--- src/ssnd_pkg.sv ---
// shared types, request codes and glyph table for the seven-segment number driver
package ssnd_pkg;

  localparam int MAX_DIGITS         = 8;
  localparam int NUM_DIGITS_DEFAULT = 8;
  localparam int IDX_W              = 3;
  localparam int VALUE_W            = 32;
  localparam int BCD_W              = 4 * MAX_DIGITS;
  localparam int DABBLE_STAGES      = 4;
  localparam int STEPS_PER_STAGE    = VALUE_W / DABBLE_STAGES;

  localparam logic [2:0] REQ_HEX    = 3'd0;
  localparam logic [2:0] REQ_DEC    = 3'd1;
  localparam logic [2:0] REQ_BLANK  = 3'd2;
  localparam logic [2:0] REQ_CLEAR  = 3'd3;
  localparam logic [2:0] REQ_ALL_ON = 3'd4;
  localparam logic [2:0] REQ_SINGLE = 3'd5;

  localparam logic [7:0] SEG_OFF = 8'h00;
  localparam logic [7:0] SEG_ON  = 8'hFF;

  localparam logic [VALUE_W-1:0] POW10 [MAX_DIGITS] = '{
    32'd1, 32'd10, 32'd100, 32'd1000,
    32'd10000, 32'd100000, 32'd1000000, 32'd10000000
  };

  typedef struct packed {
    logic [2:0]         req_type;
    logic [VALUE_W-1:0] value;
    logic [IDX_W-1:0]   digit_select;
  } req_t;

  typedef struct packed {
    logic [IDX_W-1:0] digit_index;
    logic [7:0]       segments;
    logic             last;
  } res_t;

  // value rotates through the converter and comes back whole after all steps
  typedef struct packed {
    logic [2:0]         req_type;
    logic [IDX_W-1:0]   digit_select;
    logic [VALUE_W-1:0] value;
    logic [BCD_W-1:0]   bcd;
  } conv_t;

  typedef struct packed {
    logic [IDX_W-1:0] first_idx;
    logic [IDX_W-1:0] last_idx;
  } frame_ctl_t;

  function automatic logic [7:0] glyph(input logic [3:0] nib);
    logic [7:0] seg;
    unique case (nib)
      4'h0: seg = 8'h3F;
      4'h1: seg = 8'h06;
      4'h2: seg = 8'h5B;
      4'h3: seg = 8'h4F;
      4'h4: seg = 8'h66;
      4'h5: seg = 8'h6D;
      4'h6: seg = 8'h7D;
      4'h7: seg = 8'h07;
      4'h8: seg = 8'h7F;
      4'h9: seg = 8'h67;
      4'hA: seg = 8'h77;
      4'hB: seg = 8'h7C;
      4'hC: seg = 8'h39;
      4'hD: seg = 8'h5E;
      4'hE: seg = 8'h79;
      4'hF: seg = 8'h71;
      default: seg = 8'h00;
    endcase
    return seg;
  endfunction

endpackage

--- src/seven_segment_number_driver_core.sv ---
// top level of the seven-segment number driver
//
// req channel: one display command per transfer (type, 32-bit value, digit
// select). res channel: digit writes (index, segment byte, last flag), least
// significant digit first, last set on the final write of a command.
// hex, decimal, decimal-blanked, clear and all-on give NUM_DIGITS writes;
// single gives one write, or none when the digit is out of range; unused
// types give none.
// the first write of a command reaches res through four bcd converter stages,
// the pattern stage, the frame buffer and the output register. throughput:
// the res side sends one write per cycle while res_stall is low; commands
// with no writes flow in at one per cycle while the pipeline is not stalled.
// up to five commands are held in flight behind the frame being sent.
// reset: rst empties every stage; no results are pending.
// stall: res_stall holds the output register and backs up stage by stage;
// req_stall rises only once every stage before the output register is full.
module seven_segment_number_driver_core
  import ssnd_pkg::*;
#(
  parameter int NUM_DIGITS = NUM_DIGITS_DEFAULT
) (
  input  logic clk,
  input  logic rst,
  input  logic req_valid,
  output logic req_stall,
  input  req_t req,
  output logic res_valid,
  input  logic res_stall,
  output res_t res
);

  conv_t      link       [DABBLE_STAGES+1];
  logic       link_valid [DABBLE_STAGES+1];
  logic       link_stall [DABBLE_STAGES+1];
  logic       pat_valid;
  logic       pat_stall;
  logic [7:0] pat_segs [NUM_DIGITS];
  frame_ctl_t pat_ctl;

  assign link[0]       = '{req_type: req.req_type, digit_select: req.digit_select,
                           value: req.value, bcd: '0};
  assign link_valid[0] = req_valid;
  assign req_stall     = link_stall[0];

  for (genvar g = 0; g < DABBLE_STAGES; g++) begin : g_dabble
    ssnd_dabble u_dabble (
      .clk       (clk),
      .rst       (rst),
      .in_valid  (link_valid[g]),
      .in_stall  (link_stall[g]),
      .in_data   (link[g]),
      .out_valid (link_valid[g+1]),
      .out_stall (link_stall[g+1]),
      .out_data  (link[g+1])
    );
  end

  ssnd_pattern #(
    .NUM_DIGITS (NUM_DIGITS)
  ) u_pattern (
    .clk       (clk),
    .rst       (rst),
    .in_valid  (link_valid[DABBLE_STAGES]),
    .in_stall  (link_stall[DABBLE_STAGES]),
    .in_data   (link[DABBLE_STAGES]),
    .out_valid (pat_valid),
    .out_stall (pat_stall),
    .segs      (pat_segs),
    .ctl       (pat_ctl)
  );

  ssnd_serializer #(
    .NUM_DIGITS (NUM_DIGITS)
  ) u_serializer (
    .clk       (clk),
    .rst       (rst),
    .in_valid  (pat_valid),
    .in_stall  (pat_stall),
    .in_segs   (pat_segs),
    .in_ctl    (pat_ctl),
    .out_valid (res_valid),
    .out_stall (res_stall),
    .out_data  (res)
  );

endmodule

--- src/ssnd_dabble.sv ---
// one registered stage of the shift-and-add-3 binary to bcd converter
module ssnd_dabble
  import ssnd_pkg::*;
(
  input  logic  clk,
  input  logic  rst,
  input  logic  in_valid,
  output logic  in_stall,
  input  conv_t in_data,
  output logic  out_valid,
  input  logic  out_stall,
  output conv_t out_data
);

  logic [VALUE_W-1:0] v;
  logic [BCD_W-1:0]   b;
  conv_t              data_next;

  always_comb begin
    v = in_data.value;
    b = in_data.bcd;
    for (int s = 0; s < STEPS_PER_STAGE; s++) begin
      for (int d = 0; d < MAX_DIGITS; d++) begin
        if (b[4*d +: 4] >= 4'd5) begin
          b[4*d +: 4] = b[4*d +: 4] + 4'd3;
        end
      end
      b = {b[BCD_W-2:0], v[VALUE_W-1]};
      v = {v[VALUE_W-2:0], v[VALUE_W-1]};
    end
    data_next              = in_data;
    data_next.value        = v;
    data_next.bcd          = b;
  end

  assign in_stall = out_valid && out_stall;

  always_ff @(posedge clk) begin
    if (rst) begin
      out_valid <= 1'b0;
    end else if (!in_stall) begin
      out_valid <= in_valid;
    end
  end

  always_ff @(posedge clk) begin
    if (!in_stall) begin
      out_data <= data_next;
    end
  end

endmodule

--- src/ssnd_pattern.sv ---
// segment pattern stage: glyphs per digit and the range of digits to write
module ssnd_pattern
  import ssnd_pkg::*;
#(
  parameter int NUM_DIGITS = NUM_DIGITS_DEFAULT
) (
  input  logic       clk,
  input  logic       rst,
  input  logic       in_valid,
  output logic       in_stall,
  input  conv_t      in_data,
  output logic       out_valid,
  input  logic       out_stall,
  output logic [7:0] segs [NUM_DIGITS],
  output frame_ctl_t ctl
);

  localparam logic [IDX_W-1:0] LAST_IDX = IDX_W'(NUM_DIGITS - 1);

  logic [7:0] segs_next [NUM_DIGITS];
  frame_ctl_t ctl_next;
  logic       writes;
  logic [3:0] dgt;

  always_comb begin
    dgt = 4'd0;
    for (int i = 0; i < NUM_DIGITS; i++) begin
      dgt = in_data.bcd[4*i +: 4];
      case (in_data.req_type)
        REQ_HEX:    segs_next[i] = glyph(in_data.value[4*i +: 4]);
        REQ_DEC:    segs_next[i] = glyph(dgt);
        REQ_BLANK:  segs_next[i] = (i == 0 || in_data.value >= POW10[i]) ? glyph(dgt)
                                                                          : SEG_OFF;
        REQ_CLEAR:  segs_next[i] = SEG_OFF;
        REQ_ALL_ON: segs_next[i] = SEG_ON;
        REQ_SINGLE: segs_next[i] = glyph(in_data.value[3:0]);
        default:    segs_next[i] = SEG_OFF;
      endcase
    end
  end

  always_comb begin
    ctl_next = '{first_idx: '0, last_idx: LAST_IDX};
    writes   = 1'b0;
    case (in_data.req_type) inside
      REQ_HEX, REQ_DEC, REQ_BLANK, REQ_CLEAR, REQ_ALL_ON: begin
        writes = 1'b1;
      end
      REQ_SINGLE: begin
        ctl_next = '{first_idx: in_data.digit_select, last_idx: in_data.digit_select};
        writes   = ({1'b0, in_data.digit_select} < (IDX_W + 1)'(NUM_DIGITS));
      end
      default: begin
        writes = 1'b0;
      end
    endcase
  end

  assign in_stall = out_valid && out_stall;

  // commands with no writes are dropped here
  always_ff @(posedge clk) begin
    if (rst) begin
      out_valid <= 1'b0;
    end else if (!in_stall) begin
      out_valid <= in_valid && writes;
    end
  end

  always_ff @(posedge clk) begin
    if (!in_stall) begin
      segs <= segs_next;
      ctl  <= ctl_next;
    end
  end

endmodule

--- src/ssnd_serializer.sv ---
// frame buffer and output register, one digit write per transfer
module ssnd_serializer
  import ssnd_pkg::*;
#(
  parameter int NUM_DIGITS = NUM_DIGITS_DEFAULT
) (
  input  logic       clk,
  input  logic       rst,
  input  logic       in_valid,
  output logic       in_stall,
  input  logic [7:0] in_segs [NUM_DIGITS],
  input  frame_ctl_t in_ctl,
  output logic       out_valid,
  input  logic       out_stall,
  output res_t       out_data
);

  logic             frame_valid;
  logic [7:0]       frame_segs [NUM_DIGITS];
  logic [IDX_W-1:0] idx;
  logic [IDX_W-1:0] last_idx;
  logic             emit;
  logic             emit_last;
  logic             frame_load;
  logic [7:0]       seg_sel;

  always_comb begin
    seg_sel = SEG_OFF;
    for (int k = 0; k < NUM_DIGITS; k++) begin
      if (IDX_W'(k) == idx) begin
        seg_sel = frame_segs[k];
      end
    end
  end

  assign emit       = frame_valid && (!out_valid || !out_stall);
  assign emit_last  = (idx == last_idx);
  assign in_stall   = frame_valid && !(emit && emit_last);
  assign frame_load = in_valid && !in_stall;

  always_ff @(posedge clk) begin
    if (rst) begin
      frame_valid <= 1'b0;
    end else if (frame_load) begin
      frame_valid <= 1'b1;
    end else if (emit && emit_last) begin
      frame_valid <= 1'b0;
    end
  end

  always_ff @(posedge clk) begin
    if (frame_load) begin
      frame_segs <= in_segs;
      idx        <= in_ctl.first_idx;
      last_idx   <= in_ctl.last_idx;
    end else if (emit) begin
      idx <= idx + IDX_W'(1);
    end
  end

  always_ff @(posedge clk) begin
    if (rst) begin
      out_valid <= 1'b0;
    end else if (emit) begin
      out_valid <= 1'b1;
    end else if (!out_stall) begin
      out_valid <= 1'b0;
    end
  end

  always_ff @(posedge clk) begin
    if (emit) begin
      out_data <= '{digit_index: idx, segments: seg_sel, last: emit_last};
    end
  end

  a_frame_in_range: assert property (@(posedge clk) disable iff (rst)
    frame_valid |-> idx <= last_idx)
    else $error("digit counter ran past the last digit of the frame");

  a_frame_held: assert property (@(posedge clk) disable iff (rst)
    out_valid && !out_data.last |-> frame_valid)
    else $error("frame released before its last write");

  a_last_index: assert property (@(posedge clk) disable iff (rst)
    emit && frame_valid && !emit_last |=> frame_valid && idx == $past(idx) + IDX_W'(1))
    else $error("digit counter did not step after a write");

endmodule
--- config.mk ---
export PLATFORM = sky130hd
export DESIGN_NAME = seven_segment_number_driver_core
export DESIGN_NICKNAME = d
export VERILOG_FILES = /design/src/ssnd_pkg.sv /design/src/seven_segment_number_driver_core.sv /design/src/ssnd_dabble.sv /design/src/ssnd_pattern.sv /design/src/ssnd_serializer.sv
export SDC_FILE = /design/constraint.sdc
export NUM_CORES = 2
export LEC_CHECK = 0
export BUFFER_PORTS_ARGS = -buffer_cell sky130_fd_sc_hd__buf_2
export CORE_MARGIN = 4
export CORE_UTILIZATION = 30
export DETAILED_ROUTE_END_ITERATION = 8
export GPL_ROUTABILITY_DRIVEN = 0
export SYNTH_ARGS = -nofsm -noshare
export SYNTH_HDL_FRONTEND = slang
export SYNTH_SLANG_ARGS = --single-unit
--- constraint.sdc ---
create_clock -name clk -period 9.3 [get_ports clk]
set_input_delay 0 -clock clk [delete_from_list [all_inputs] [get_ports clk]]
set_output_delay 0 -clock clk [all_outputs]
set_load 0.01 [all_outputs]
==> tab_implementation.tex <==
\begin{tabular}{lr}
\hline
Metric & Value \\
\hline
\multicolumn{2}{l}{\textbf{Route}} \\
Average detailed-routed wire length per instance & 14.0 um \\
Remaining DRCs & 0 \\
Via count & 28.7k \\
Number of nets still failing antenna checks after routing & 0 \\
Count of routing violations after the opening detailed-route iteration & 1969 \\
Vias per cell & between 5 and 6 \\
Pre-Repair DR Iteration Count & 5 \\
Wirelength, routed & 80.0 mm \\
\multicolumn{2}{l}{\textbf{STA}} \\
Final cycle utilization of the critical path & 0.919 \\
Final-report hold violation count & 0 \\
Slew Limit Fails & 0 \\
Minimum clock period after layout & 8.55 ns \\
Final setup vio count & 0 \\
Worst Skew & 0.0301 ns \\
Slew Limit Headroom & 0.169 \\
Achievable frequency & 117 MHz \\
Final worst hold slack & 0.0636 ns \\
Actual slew at the worst max-slew pin & $\sim$1.2 ns \\
\multicolumn{2}{l}{\textbf{Yosys}} \\
Count of flip-flops with a built-in enable after synthesis & 382 \\
Count of synthesis-stage warnings from yosys & 0 \\
Synth cell types & 121 \\
Syn nets & 4320 \\
Area share of the largest cell type after synthesis & 0.307 \\
Area of the mapped netlist & between 0.03 and 0.04 mm2 \\
Cells taking the most area after synthesis & sky130\_fd\_sc\_hd\_\_edfxtp\_1, sky130\_fd\_sc\_hd\_\_ha\_1, sky130\_fd\_sc\_hd\_\_dfxtp\_1 \\
Post-Syn Area per Cell & 9.51 um2 \\
Count of mapped cells out of synthesis & slightly below 4k \\
Share of synthesized registers carrying an async set or reset & 0 \\
Cell type contributing the most total cell area after synthesis & sky130\_fd\_sc\_hd\_\_edfxtp\_1 \\
Most frequent cell after synthesis & sky130\_fd\_sc\_hd\_\_edfxtp\_1 \\
Primary flip-flop cell chosen by synthesis mapping & sky130\_fd\_sc\_hd\_\_edfxtp\_1 \\
Commonest cells in the synthesized netlist & sky130\_fd\_sc\_hd\_\_edfxtp\_1, sky130\_fd\_sc\_hd\_\_ha\_1, sky130\_fd\_sc\_hd\_\_nand2\_1 \\
Post-synthesis sequential area ratio & 0.371 \\
Flop and latch count out of synthesis & 501 \\
\multicolumn{2}{l}{\textbf{Layout}} \\
Count of antenna diodes in the layout & 0 \\
Area growth syn-to-layout & 12.8\% \\
Combined area of the multi-input logic cells & 0.0221 mm2 \\
Post-layout util & 0.340 \\
Area taken by flip-flops and latches & 0.0139 mm2 \\
Share of layout cells above drive strength 1 & 0.0954 \\
Number of nets in the finished design & around 4.4k \\
Filler instances & 12.4k \\
\multicolumn{2}{l}{\textbf{Critical path}} \\
Setup slack of the most critical reg-to-reg path & 0.75 ns \\
Worst endpoint data arrival time & 9.04 ns \\
Beginning of the critical path & g\_dabble[2].u\_dabble.out\_data[12] \\
CP max-delay cell & sky130\_fd\_sc\_hd\_\_edfxtp\_1 \\
Slowest Stage Delay on Critical Path & 0.38 ns \\
Launch instance of the worst register-to-register path & g\_dabble[2].u\_dabble.out\_data[12] \\
CP Capture Type & flop \\
Critical path launch point type & flop \\
Required time of the worst setup path & 9.79 ns \\
Largest fanout on the critical path & 7 \\
Cell occurring most often along the worst timing path & sky130\_fd\_sc\_hd\_\_ha\_1 \\
Classification of the worst setup path & flop to flop \\
\multicolumn{2}{l}{\textbf{Global routing}} \\
Initial antenna violation count & 0 \\
Overflow left after global routing & 0 \\
Largest net degree at the start of global routing & between 60 and 70 \\
Global-route wire length before repair & 131 mm \\
Total Routing Usage GR & 0.117 \\
Vias in the first global route & roughly 26k \\
\multicolumn{2}{l}{\textbf{Floorplanning}} \\
Number of rows in the core area & $\sim$130 \\
Initial cell density of the core & 0.302 \\
Top Ports & 56 \\
Die extent in x & 361 um \\
CORE AREA & 0.124 mm2 \\
Vert. Die Dim & 361 um \\
Die area & 0.130 mm2 \\
\multicolumn{2}{l}{\textbf{CTS}} \\
Count of H-tree levels built during CTS & 2 \\
Root Buffer & sky130\_fd\_sc\_hd\_\_clkbuf\_16 \\
Clock tree buffer depth & 3 \\
Number of buffers added by the clock tree synthesis step & 56 \\
Clock latency on the worst-skew pair & 0.64 ns \\
CTS tree & built \\
Clock-pin slew on the worst setup and hold paths & approximately 0.060 ns \\
Number of clock sinks seen by CTS & 501 \\
\multicolumn{2}{l}{\textbf{Hold path}} \\
Beginning of the worst hold path & req[8] \\
Class of the tightest hold or removal check & primary input to flop \\
\multicolumn{2}{l}{\textbf{Place}} \\
DPL Wire Length & slightly below 60 mm \\
Number of buffer cells added on primary ports & 55 \\
\multicolumn{2}{l}{\textbf{Status}} \\
Status & completed \\
\multicolumn{2}{l}{\textbf{Job}} \\
Maximum capacitance violations & 0 \\
\hline
\end{tabular}
## path summary, 6_finish.rpt
kind,end,cells after the start
max,flop,37
min,g_dabble[0].u_dabble.out_data[45],2
max reg2reg,flop,37
min reg2reg,g_dabble[1].u_dabble.out_data[52],0
## repair_timing
action	4_1_cts	5_1_grt
endpoints found under the hold margin	50	0
setup buffers	0	4
hold buffers	43	0
gates resized for setup	0	28
setup endpoints to repair	0	26
## layout by cell type, fill, tap and decap left out, drive strengths merged, types with 20 or more instances in the layout
cell type	instances
mux2i	215
o221ai	20
edfxtp	382
a21o	39
a221o	56
a22oi	26
dfxtp	119
nand2b	105
nor2b	57
nor3	120
ha	348
clkbuf	68
o21ai	215
inv	319
xnor2	102
a21boi	56
clkinv	20
o211ai	37
dlygate4sd3	43
or2	29
nand3	47
o31ai	20
nor2	257
and3	27
nor3b	40
a221oi	25
a21oi	298
a31oi	64
or3	22
mux2	69
o21a	31
o22ai	24
xor2	31
a211oi	50
buf	92
nand2	317
and2	38
## layout make-up
type / instances / share of cell area
Clock buffer: 68 / 0.0351
Clock inverter: 37 / 0.0111
Inverter: 315 / 0.0283
Multi-Input combinational cell: 3020 / 0.525
Sequential cell: 501 / 0.329
Tap cell: 1637 / 0.0486
Timing Repair Buffer: 135 / 0.0233
## through the flow
step	worst slack, ns	TNS [ns]	std cells	instance area, um2
4_1_cts	0.350	0	5709	42000
5_1_grt	-0.0245	-0.0245	5713	42100
3_5_place_dp	0.422	0	5561	39600
3_3_place_gp	0.491	0	5561	39600
2_1_floorplan	0.915	0	3930	37400
6_report	0.751	0	5713	42100
## cell families after synthesis
| logic type | share of synthesized area |
|---|---|
| compound gates | 0.213 |
| simple gates | 0.145 |
| flops | 0.371 |
| buf+inv | 0.0419 |
| fa+ha+maj | 0.117 |
| mux | 0.0796 |
| xor+xnor | 0.0324 |
## metal layers
metal | GRT usage | up-vias | routed length, um
met2 | 0.192 | 426 | 35800
li1 | - | 14800 | -
met5 | 0 | - | 0
met4 | 0.0220 | 0 | 1190
met3 | 0.0152 | 74 | 2860
met1 | 0.166 | 13500 | 40100
## worst max-delay path: cells and delay by family (launching register included)
family / cells / cell delay, ns
fa+ha+maj: 7 / 1.77
buf+inv: 5 / 0.49
simple gates: 6 / 1.32
compound gates: 15 / 3.23
xor+xnor: 1 / 0.31
flops: 1 / 0.38
mux: 3 / 0.89
Power is not shown: default switching activity piles up to over one toggle a cycle in this logic, so the estimate is an artifact.
